`src/design/hsl_rps_pkg.sv`:
```
// shared types and constants for the hsl range pixel select core
`default_nettype none
package hsl_rps_pkg;

  typedef enum logic [1:0] {
    SECT_RED,
    SECT_GREEN,
    SECT_BLUE
  } sector_t;

  typedef enum logic [2:0] {
    REG_HUE_TARGET   = 3'd0,
    REG_HUE_BAND     = 3'd1,
    REG_SAT_TARGET   = 3'd2,
    REG_SAT_BAND     = 3'd3,
    REG_LIGHT_TARGET = 3'd4,
    REG_LIGHT_BAND   = 3'd5
  } reg_index_t;

  localparam int ADDR_W   = 5;
  localparam int HUE_W    = 9;
  localparam int CH_W     = 8;
  localparam int Y_W      = 11;
  localparam int NUM_W    = 25;
  localparam int DH_W     = 16;
  localparam int DS_W     = 17;
  localparam int QH_W     = 9;
  localparam int QS_W     = 8;
  localparam int DIV_ST   = QH_W;

  localparam logic [13:0] HUE_SCALE = 14'd12000;
  localparam logic [7:0]  HUE_DSCALE = 8'd200;
  localparam logic [16:0] SAT_SCALE = 17'd131070;
  localparam logic signed [11:0] HUE_FULL = 12'sd360;

endpackage
`default_nettype wire

```
`src/design/hsl_range_pixel_select_core.sv`:
```
// top level: pipelined rgb to hsl conversion, window test and pixel select
//
//  channel  | signals                              | dir
//  ---------+--------------------------------------+-----
//  pixel in | pix_valid pix_stall orig_pixel alt_pixel | in
//  result   | res_valid res_stall out_pixel matched     | out
//  config   | psel penable pwrite paddr pwdata prdata pready | apb
//
//  one request per cycle through 13 register stages, unless a stalled result backs up a full pipe
//  the nine-step hue divider, one bit a stage, sets the depth, sat divider runs beside it
//  rst is synchronous and clears every stage valid and the registers
//  each stage holds while the stage after it is full and stalled
//  bubbles collapse, so requests are taken while a result waits
`default_nettype none
module hsl_range_pixel_select_core (
  input  wire logic        clk,
  input  wire logic        rst,
  input  wire logic        pix_valid,
  output logic             pix_stall,
  input  wire logic [31:0] orig_pixel,
  input  wire logic [31:0] alt_pixel,
  output logic             res_valid,
  input  wire logic        res_stall,
  output logic [31:0]      out_pixel,
  output logic             matched,
  input  wire logic        psel,
  input  wire logic        penable,
  input  wire logic        pwrite,
  input  wire logic [hsl_rps_pkg::ADDR_W-1:0] paddr,
  input  wire logic [31:0] pwdata,
  output logic [31:0]      prdata,
  output logic             pready
);

  localparam int NDS = hsl_rps_pkg::DIV_ST;

  // configuration
  logic [hsl_rps_pkg::HUE_W-1:0] hue_target, hue_band;
  logic [7:0] sat_target, sat_band, light_target, light_band;
  hsl_rps_pkg::reg_index_t cfg_idx;

  assign pready  = 1'b1;
  assign cfg_idx = hsl_rps_pkg::reg_index_t'(paddr[4:2]);

  always_ff @(posedge clk) begin
    if (rst) begin
      hue_target   <= '0;
      hue_band     <= '0;
      sat_target   <= '0;
      sat_band     <= '0;
      light_target <= '0;
      light_band   <= '0;
    end else if (psel && penable && pwrite && pready) begin
      unique case (cfg_idx)
        hsl_rps_pkg::REG_HUE_TARGET:   hue_target   <= pwdata[8:0];
        hsl_rps_pkg::REG_HUE_BAND:     hue_band     <= pwdata[8:0];
        hsl_rps_pkg::REG_SAT_TARGET:   sat_target   <= pwdata[7:0];
        hsl_rps_pkg::REG_SAT_BAND:     sat_band     <= pwdata[7:0];
        hsl_rps_pkg::REG_LIGHT_TARGET: light_target <= pwdata[7:0];
        hsl_rps_pkg::REG_LIGHT_BAND:   light_band   <= pwdata[7:0];
        default: ;
      endcase
    end
  end

  always_comb begin
    unique case (cfg_idx)
      hsl_rps_pkg::REG_HUE_TARGET:   prdata = {23'd0, hue_target};
      hsl_rps_pkg::REG_HUE_BAND:     prdata = {23'd0, hue_band};
      hsl_rps_pkg::REG_SAT_TARGET:   prdata = {24'd0, sat_target};
      hsl_rps_pkg::REG_SAT_BAND:     prdata = {24'd0, sat_band};
      hsl_rps_pkg::REG_LIGHT_TARGET: prdata = {24'd0, light_target};
      hsl_rps_pkg::REG_LIGHT_BAND:   prdata = {24'd0, light_band};
      default:                       prdata = '0;
    endcase
  end

  // flow control
  logic           v1, v2;
  logic [NDS:0]   dv;
  logic           rdy_out, rdy1, rdy2;
  logic [NDS:0]   rdy_d;

  assign rdy_out = !res_valid || !res_stall;
  assign rdy_d[NDS] = !dv[NDS] || rdy_out;
  for (genvar j = 0; j < NDS; j++) begin : g_rdy
    assign rdy_d[j] = !dv[j] || rdy_d[j+1];
  end
  assign rdy2 = !v2 || rdy_d[0];
  assign rdy1 = !v1 || rdy2;
  assign pix_stall = !rdy1;

  // stage 1: max, min, sector
  logic [7:0] in_r, in_g, in_b, mx_c, mn_c;
  hsl_rps_pkg::sector_t sect_c;

  assign in_r = orig_pixel[23:16];
  assign in_g = orig_pixel[15:8];
  assign in_b = orig_pixel[7:0];

  always_comb begin
    mx_c = in_r;
    mn_c = in_r;
    if (in_g > mx_c) mx_c = in_g;
    if (in_b > mx_c) mx_c = in_b;
    if (in_g < mn_c) mn_c = in_g;
    if (in_b < mn_c) mn_c = in_b;
    priority if (in_r == mx_c) sect_c = hsl_rps_pkg::SECT_RED;
    else if (in_g == mx_c)     sect_c = hsl_rps_pkg::SECT_GREEN;
    else                       sect_c = hsl_rps_pkg::SECT_BLUE;
  end

  logic [31:0] orig1, alt1;
  logic [7:0]  mx1, mn1;
  hsl_rps_pkg::sector_t sect1;

  always_ff @(posedge clk) begin
    if (rst) v1 <= 1'b0;
    else if (rdy1) v1 <= pix_valid;
  end

  always_ff @(posedge clk) begin
    if (rdy1) begin
      orig1 <= orig_pixel;
      alt1  <= alt_pixel;
      mx1   <= mx_c;
      mn1   <= mn_c;
      sect1 <= sect_c;
    end
  end

  // stage 2: difference, denominator, sector offset, lightness
  localparam int Y_W_LOC = hsl_rps_pkg::Y_W;
  logic [7:0]  r1, g1, b1, d_c, den_c;
  logic [8:0]  s_c;
  logic [Y_W_LOC-1:0] y_c;
  logic [16:0] lsum_c;

  assign r1 = orig1[23:16];
  assign g1 = orig1[15:8];
  assign b1 = orig1[7:0];
  assign d_c = mx1 - mn1;
  assign s_c = {1'b0, mx1} + {1'b0, mn1};
  assign den_c = (s_c < 9'd255) ? s_c[7:0] : 8'(9'd510 - s_c);
  assign lsum_c = {s_c, 8'd0} + {8'd0, s_c} + 17'd1;

  always_comb begin
    unique case (sect1)
      hsl_rps_pkg::SECT_RED:
        if (g1 >= b1) y_c = {3'd0, g1 - b1};
        else          y_c = 11'(11'd6 * {3'd0, d_c}) - {3'd0, b1 - g1};
      hsl_rps_pkg::SECT_GREEN:
        y_c = {2'd0, d_c, 1'b0} + {3'd0, b1} - {3'd0, r1};
      hsl_rps_pkg::SECT_BLUE:
        y_c = {1'd0, d_c, 2'b0} + {3'd0, r1} - {3'd0, g1};
      default:
        y_c = '0;
    endcase
  end

  logic [31:0] orig2, alt2;
  logic [7:0]  d2, den2, lit2;
  logic [Y_W_LOC-1:0] y2;

  always_ff @(posedge clk) begin
    if (rst) v2 <= 1'b0;
    else if (rdy2) v2 <= v1;
  end

  always_ff @(posedge clk) begin
    if (rdy2) begin
      orig2 <= orig1;
      alt2  <= alt1;
      d2    <= d_c;
      den2  <= den_c;
      y2    <= y_c;
      lit2  <= lsum_c[16:9];
    end
  end

  // stage 3: dividends and divisors, then one quotient bit a stage
  logic [hsl_rps_pkg::NUM_W-1:0] rem_h [0:NDS];
  logic [hsl_rps_pkg::NUM_W-1:0] rem_s [0:NDS];
  logic [hsl_rps_pkg::DH_W-1:0]  div_h [0:NDS];
  logic [hsl_rps_pkg::DS_W-1:0]  div_s [0:NDS];
  logic [hsl_rps_pkg::QH_W-1:0]  q_h   [0:NDS];
  logic [hsl_rps_pkg::QS_W-1:0]  q_s   [0:NDS];
  logic [7:0]  lit_p  [0:NDS];
  logic        gray_p [0:NDS];
  logic [31:0] orig_p [0:NDS];
  logic [31:0] alt_p  [0:NDS];

  always_ff @(posedge clk) begin
    if (rst) dv[0] <= 1'b0;
    else if (rdy_d[0]) dv[0] <= v2;
  end

  always_ff @(posedge clk) begin
    if (rdy_d[0]) begin
      rem_h[0]  <= 25'(hsl_rps_pkg::HUE_SCALE * y2) + {17'd0, d2};
      div_h[0]  <= 16'(hsl_rps_pkg::HUE_DSCALE * d2);
      rem_s[0]  <= 25'(hsl_rps_pkg::SAT_SCALE * d2) + {17'd0, den2};
      div_s[0]  <= {den2, 9'd0};
      q_h[0]    <= '0;
      q_s[0]    <= '0;
      lit_p[0]  <= lit2;
      gray_p[0] <= (d2 == 8'd0);
      orig_p[0] <= orig2;
      alt_p[0]  <= alt2;
    end
  end

  for (genvar j = 0; j < NDS; j++) begin : g_div
    localparam int K = NDS - 1 - j;
    logic [25:0] dh_sh;
    logic        ge_h;
    logic [hsl_rps_pkg::NUM_W-1:0] rem_h_next;
    logic [hsl_rps_pkg::NUM_W-1:0] rem_s_next;
    logic [hsl_rps_pkg::QS_W-1:0]  q_s_next;

    assign dh_sh = {10'd0, div_h[j]} << K;
    assign ge_h  = {1'b0, rem_h[j]} >= dh_sh;
    assign rem_h_next = ge_h ? rem_h[j] - dh_sh[24:0] : rem_h[j];

    if (K < hsl_rps_pkg::QS_W) begin : g_sat
      logic [25:0] ds_sh;
      logic        ge_s;
      assign ds_sh = {9'd0, div_s[j]} << K;
      assign ge_s  = {1'b0, rem_s[j]} >= ds_sh;
      assign rem_s_next = ge_s ? rem_s[j] - ds_sh[24:0] : rem_s[j];
      assign q_s_next   = {q_s[j][hsl_rps_pkg::QS_W-2:0], ge_s};
    end else begin : g_sat_idle
      assign rem_s_next = rem_s[j];
      assign q_s_next   = q_s[j];
    end

    always_ff @(posedge clk) begin
      if (rst) dv[j+1] <= 1'b0;
      else if (rdy_d[j+1]) dv[j+1] <= dv[j];
    end

    always_ff @(posedge clk) begin
      if (rdy_d[j+1]) begin
        rem_h[j+1]  <= rem_h_next;
        rem_s[j+1]  <= rem_s_next;
        div_h[j+1]  <= div_h[j];
        div_s[j+1]  <= div_s[j];
        q_h[j+1]    <= {q_h[j][hsl_rps_pkg::QH_W-2:0], ge_h};
        q_s[j+1]    <= q_s_next;
        lit_p[j+1]  <= lit_p[j];
        gray_p[j+1] <= gray_p[j];
        orig_p[j+1] <= orig_p[j];
        alt_p[j+1]  <= alt_p[j];
      end
    end
  end

  // window test into the output register
  logic [9:0]         hue_v;
  logic [7:0]         sat_v;
  logic signed [11:0] hue_s, hue_lo, hue_hi;
  logic signed [9:0]  sat_s, sat_lo, sat_hi, lit_s, lit_lo, lit_hi;
  logic               hue_ok, sat_ok, lit_ok;

  assign hue_v  = gray_p[NDS] ? 10'd0 : {1'b0, q_h[NDS]} + 10'd1;
  assign sat_v  = gray_p[NDS] ? 8'd0 : q_s[NDS];
  assign hue_s  = $signed({2'b0, hue_v});
  assign hue_lo = $signed({3'b0, hue_target}) - $signed({3'b0, hue_band});
  assign hue_hi = $signed({3'b0, hue_target}) + $signed({3'b0, hue_band});
  assign sat_s  = $signed({2'b0, sat_v});
  assign sat_lo = $signed({2'b0, sat_target}) - $signed({2'b0, sat_band});
  assign sat_hi = $signed({2'b0, sat_target}) + $signed({2'b0, sat_band});
  assign lit_s  = $signed({2'b0, lit_p[NDS]});
  assign lit_lo = $signed({2'b0, light_target}) - $signed({2'b0, light_band});
  assign lit_hi = $signed({2'b0, light_target}) + $signed({2'b0, light_band});

  assign hue_ok = (hue_s >= hue_lo && hue_s <= hue_hi)
               || (hue_lo < 12'sd0 && hue_s >= hue_lo + hsl_rps_pkg::HUE_FULL)
               || (hue_hi > hsl_rps_pkg::HUE_FULL
                   && hue_s < hue_hi - hsl_rps_pkg::HUE_FULL);
  assign sat_ok = sat_s >= sat_lo && sat_s <= sat_hi;
  assign lit_ok = lit_s >= lit_lo && lit_s <= lit_hi;

  always_ff @(posedge clk) begin
    if (rst) res_valid <= 1'b0;
    else if (rdy_out) res_valid <= dv[NDS];
  end

  always_ff @(posedge clk) begin
    if (rdy_out) begin
      matched   <= hue_ok && sat_ok && lit_ok;
      out_pixel <= (hue_ok && sat_ok && lit_ok) ? alt_p[NDS] : orig_p[NDS];
    end
  end

endmodule
`default_nettype wire

```
`config.mk`:
```
export PLATFORM = sky130hd
export DESIGN_NAME = hsl_range_pixel_select_core
export DESIGN_NICKNAME = d
export VERILOG_FILES = /design/src/design/hsl_rps_pkg.sv /design/src/design/hsl_range_pixel_select_core.sv
export SDC_FILE = /design/constraint.sdc
export NUM_CORES = 2
export LEC_CHECK = 0
export BUFFER_PORTS_ARGS = -buffer_cell sky130_fd_sc_hd__buf_2
export CELL_PAD_IN_SITES_DETAIL_PLACEMENT = 0
export CELL_PAD_IN_SITES_GLOBAL_PLACEMENT = 1
export CORE_MARGIN = 5
export CORE_UTILIZATION = 31
export DETAILED_ROUTE_END_ITERATION = 8
export GPL_ROUTABILITY_DRIVEN = 1
export PLACE_DENSITY = 0.6
export SYNTH_ARGS = -nofsm -noshare
export SYNTH_HDL_FRONTEND = slang
export SYNTH_SLANG_ARGS = --single-unit
```
`constraint.sdc`:
```
create_clock -name clk -period 13.7 [get_ports clk]
set_clock_uncertainty 0.2 [all_clocks]
set_input_delay 2.74 -clock clk [delete_from_list [all_inputs] [get_ports clk]]
set_output_delay 2.74 -clock clk [all_outputs]
set_load 0.01 [all_outputs]
```
==> flow_summary.html <==
<table>
<tr><th>Metric</th><th>Value</th></tr>
<tr><th colspan="2">Status</th></tr>
<tr><td>Status</td><td>finished, final reports clean</td></tr>
<tr><th colspan="2">Detailed routing</th></tr>
<tr><td>Number of search-and-repair iterations in the first detailed-routing pass</td><td>5</td></tr>
<tr><td>Number of remaining DRC errors</td><td>0</td></tr>
<tr><td>Vias per Instance</td><td>4.46</td></tr>
<tr><td>WL final</td><td>147 mm</td></tr>
<tr><td>Antenna Nets Post-Route</td><td>0</td></tr>
<tr><td>Wire length per cell after detailed routing</td><td>15.9 um</td></tr>
<tr><td>Iter 0 DRT Violations</td><td>2162</td></tr>
<tr><td>Number of vias after detailed routing</td><td>41262</td></tr>
<tr><th colspan="2">Clock network</th></tr>
<tr><td>Number of levels in the clock H-tree</td><td>4</td></tr>
<tr><td>Clock tree buffer depth</td><td>3</td></tr>
<tr><td>Number of gates resized after cts</td><td>0</td></tr>
<tr><td>Num CTS Buffers</td><td>170</td></tr>
<tr><td>Buffer cell driving the clock tree root</td><td>clkbuf_16</td></tr>
<tr><td>Post-CTS setup buffer count</td><td>0</td></tr>
<tr><td>Clock sink count</td><td>1681</td></tr>
<tr><td>Clock Latency Late Sink</td><td>0.79 ns</td></tr>
<tr><td>Clock-pin slew reported for the worst setup and hold paths after clock tree synthesis</td><td>0.06 ns</td></tr>
<tr><td>Clock tree from TritonCTS</td><td>yes</td></tr>
<tr><td>Number of hold-repair buffers added at the cts stage</td><td>0</td></tr>
<tr><th colspan="2">GRT</th></tr>
<tr><td>Vias in the first global route</td><td>42345</td></tr>
<tr><td>Total gr overflow</td><td>0</td></tr>
<tr><td>Number of antenna violations at the first check in global routing</td><td>6</td></tr>
<tr><td>Maximum number of pins on one net before global-route repair</td><td>79</td></tr>
<tr><td>Global-route wire length before repair</td><td>235 mm</td></tr>
<tr><td>Global-route usage over all layers</td><td>0.113</td></tr>
<tr><th colspan="2">Die</th></tr>
<tr><td>Starting utilization of the core area</td><td>0.312</td></tr>
<tr><td>Total I/O pin count</td><td>176</td></tr>
<tr><td>Cell Rows</td><td>183</td></tr>
<tr><td>Y dimension of the die</td><td>510 um</td></tr>
<tr><td>Die Wd</td><td>510 um</td></tr>
<tr><td>Die Footprint</td><td>260000 um^2</td></tr>
<tr><td>Area of the core</td><td>249000 um^2</td></tr>
<tr><th colspan="2">Final layout</th></tr>
<tr><td>Share of layout cells above drive strength 1</td><td>0.0909</td></tr>
<tr><td>Area delta synth-&gt;final</td><td>13.6%</td></tr>
<tr><td>Number of nets in the final layout</td><td>6529</td></tr>
<tr><td>Total area of multi-input combinational cells</td><td>25100 um^2</td></tr>
<tr><td>Post-route design area</td><td>88100 um^2</td></tr>
<tr><td>Layout filler cell count</td><td>23820</td></tr>
<tr><td>Register Area</td><td>49800 um^2</td></tr>
<tr><th colspan="2">Synth</th></tr>
<tr><td>Number of synthesized register bits</td><td>1681</td></tr>
<tr><td>Syn avg cell area</td><td>14.0 um^2</td></tr>
<tr><td>Synth Area in XOR/XNOR</td><td>0.0393</td></tr>
<tr><td>Synthesized-area fraction occupied by ao, oa, aoi and oai cells</td><td>0.0753</td></tr>
<tr><td>Post-synth cell types</td><td>96</td></tr>
<tr><td>Flip-flop cell with the highest count after synthesis</td><td>edfxtp_1</td></tr>
<tr><td>Simple-Gate Fraction of Synth Area</td><td>0.0678</td></tr>
<tr><td>Mux cell area share after synthesis</td><td>0.0244</td></tr>
<tr><td>Post-synthesis instance total</td><td>5530</td></tr>
<tr><td>Post-synth EDFFs</td><td>1618</td></tr>
<tr><td>Netlist Area Pre-Place</td><td>77500 um^2</td></tr>
<tr><td>Register area share after synthesis</td><td>0.643</td></tr>
<tr><td>Dominant combinational cell family by area after synthesis</td><td>adder cells</td></tr>
<tr><td>Async set-reset flop share out of synthesis</td><td>0</td></tr>
<tr><td>Yosys warning total</td><td>0</td></tr>
<tr><td>Adder-Cell Fraction of Synth Area</td><td>0.115</td></tr>
<tr><th colspan="2">Setup path</th></tr>
<tr><td>Top fanout value on the critical path</td><td>51</td></tr>
<tr><td>Cell chain of the critical path</td><td>buf_2, and3_1, inv_4, nor2_1, and2_1, and3_1, and2_1, nand4_1, buf_4, or2_4, inv_1, buf_2</td></tr>
<tr><td>Slowest cell on crit path</td><td>or2_4</td></tr>
<tr><td>Worst setup slack for register-to-register paths</td><td>6.71 ns</td></tr>
<tr><td>CP endpoint kind</td><td>output pin</td></tr>
<tr><td>Startpoint type of the worst setup path</td><td>input pin</td></tr>
<tr><td>Data required, critical path</td><td>10.76 ns</td></tr>
<tr><td>Longest individual stage delay on the worst path</td><td>0.50 ns</td></tr>
<tr><td>Category of the critical setup timing path</td><td>in2out</td></tr>
<tr><td>Critical path buffers and inverters</td><td>5</td></tr>
<tr><td>Critical Path AT</td><td>6.38 ns</td></tr>
<tr><td>CP delay by family, top</td><td>simple AND/OR/NAND/NOR gates</td></tr>
<tr><th colspan="2">Placed design</th></tr>
<tr><td>Placer congestion estimate</td><td>0.816</td></tr>
<tr><td>Total half-perimeter wirelength after legalization and detailed placement</td><td>108 mm</td></tr>
<tr><td>Port bufs</td><td>126</td></tr>
<tr><td>Area post-placement</td><td>82200 um^2</td></tr>
<tr><th colspan="2">STA</th></tr>
<tr><td>Share of the clock period used by the worst path after layout</td><td>0.681</td></tr>
<tr><td>Total setup violations reported at the end of the flow</td><td>0</td></tr>
<tr><td>Final Max Slew Viols</td><td>0</td></tr>
<tr><td>TNS Setup</td><td>0 ns</td></tr>
<tr><td>Slew at the pin closest to its max-slew limit</td><td>1.09 ns</td></tr>
<tr><td>Final-report hold violation count</td><td>0</td></tr>
<tr><td>RSZ-0062 raised after global routing</td><td>false</td></tr>
<tr><td>Max_slew headroom</td><td>0.267</td></tr>
<tr><td>Fmax</td><td>107 MHz</td></tr>
<tr><td>Shortest period the worst path allows</td><td>9.32 ns</td></tr>
<tr><th colspan="2">Worst hold path</th></tr>
<tr><td>Worst hold path type</td><td>reg2reg</td></tr>
<tr><th colspan="2">Flow run</th></tr>
<tr><td>Number of max-cap violations</td><td>0</td></tr>
</table>
==> cells in the final DEF, fill, tap and decap left out, drive strengths merged, types with 87 or more instances in the layout <==
cell type  instances
a21o              90
a21oi            307
buf              158
clkbuf           202
edfxtp          1618
fa               119
ha               521
inv              601
mux2i             87
nand2            197
nor2             371
o21ai            202
xnor2            222
xor2             118
==> path summary, 6_finish.rpt <==
check,startpoint,endpoint,cells past startpoint
setup / recovery,res_stall,pix_stall,12
hold / removal,q_s[2][0],q_s[3][1],0
setup reg to reg,d2[4],rem_s[0][24],18
hold reg to reg,q_s[2][0],q_s[3][1],0
==> stage by stage <==
stage	hold WS, ns	util	std cells	worst slack [ns]
2_1_floorplan	0.200	-	5552	0.570
3_3_place_gp	0.200	0.330	8939	4.36
3_5_place_dp	0.205	0.330	8939	4.33
4_1_cts	0.169	0.354	9251	4.30
5_1_grt	0.175	0.354	9252	4.09
6_report	0.171	0.354	9252	4.38
==> cell usage after synthesis, types with 51 or more instances <==
master | instances | area (um^2)
a21o_1 | 90 | 676
a21oi_1 | 306 | 1530
clkbuf_1 | 65 | 244
dfxtp_1 | 63 | 1260
edfxtp_1 | 1618 | 48600
fa_1 | 119 | 2380
ha_1 | 521 | 6520
inv_1 | 594 | 2230
mux2_2 | 54 | 608
mux2i_1 | 87 | 871
nand2_1 | 197 | 739
nand2b_1 | 53 | 332
nand3_1 | 58 | 290
nand4_1 | 51 | 319
nor2_1 | 371 | 1390
nor2b_1 | 76 | 475
nor3_1 | 80 | 400
o21ai_0 | 197 | 986
xnor2_1 | 222 | 1940
xor2_1 | 118 | 1030
==> final cells by class <==
class                      instances  share of cell area
sequential                      1681               0.566
multi-input combinational       3174               0.285
clock buffer                     202              0.0509
clock inverter                   110              0.0157
tap                             3330              0.0473
antenna                            1           0.0000284
inverter                         596              0.0256
timing repair buffer             158             0.00988
==> sequential cells by signal, indices dropped and copies added (netlist names), 36 cells and up <==
| name | flops |
|---|---|
| rem_h | 217 |
| div_s | 63 |
| orig_p | 320 |
| q_h | 45 |
| div_h | 90 |
| alt_p | 320 |
| rem_s | 224 |
| lit_p | 80 |
| q_s | 36 |
==> kinds of logic after synthesis <==
group,Yosys count
other,2
xor gates and xnor gates,343
AOI/OAI and AO/OA,924
buffers and inverters,697
adders and majority gates,640
muxes,174
and+or+nand+nor,1069
DFF,1681
==> worst register-to-register path: cells and delay by family (launching register included) <==
family	cells	cell delay (ns)
buffers and inverters	4	0.52
flip-flops	1	0.60
AO/OA/AOI/OAI	3	0.82
AND/OR/NAND/NOR	4	0.94
adder cells (fa/ha/maj)	5	3.06
XOR/XNOR	2	0.60
==> layer usage <==
layer | routed length (um) | GRT usage | share of wire
met5 | 0 | 0 | 0
met4 | 4560 | 0.0386 | 0.031
met3 | 5010 | 0.0186 | 0.034
met2 | 68600 | 0.187 | 0.47
met1 | 69000 | 0.152 | 0.47
Power is not shown: default switching activity piles up to over one toggle a cycle in this logic, so the estimate is an artifact.
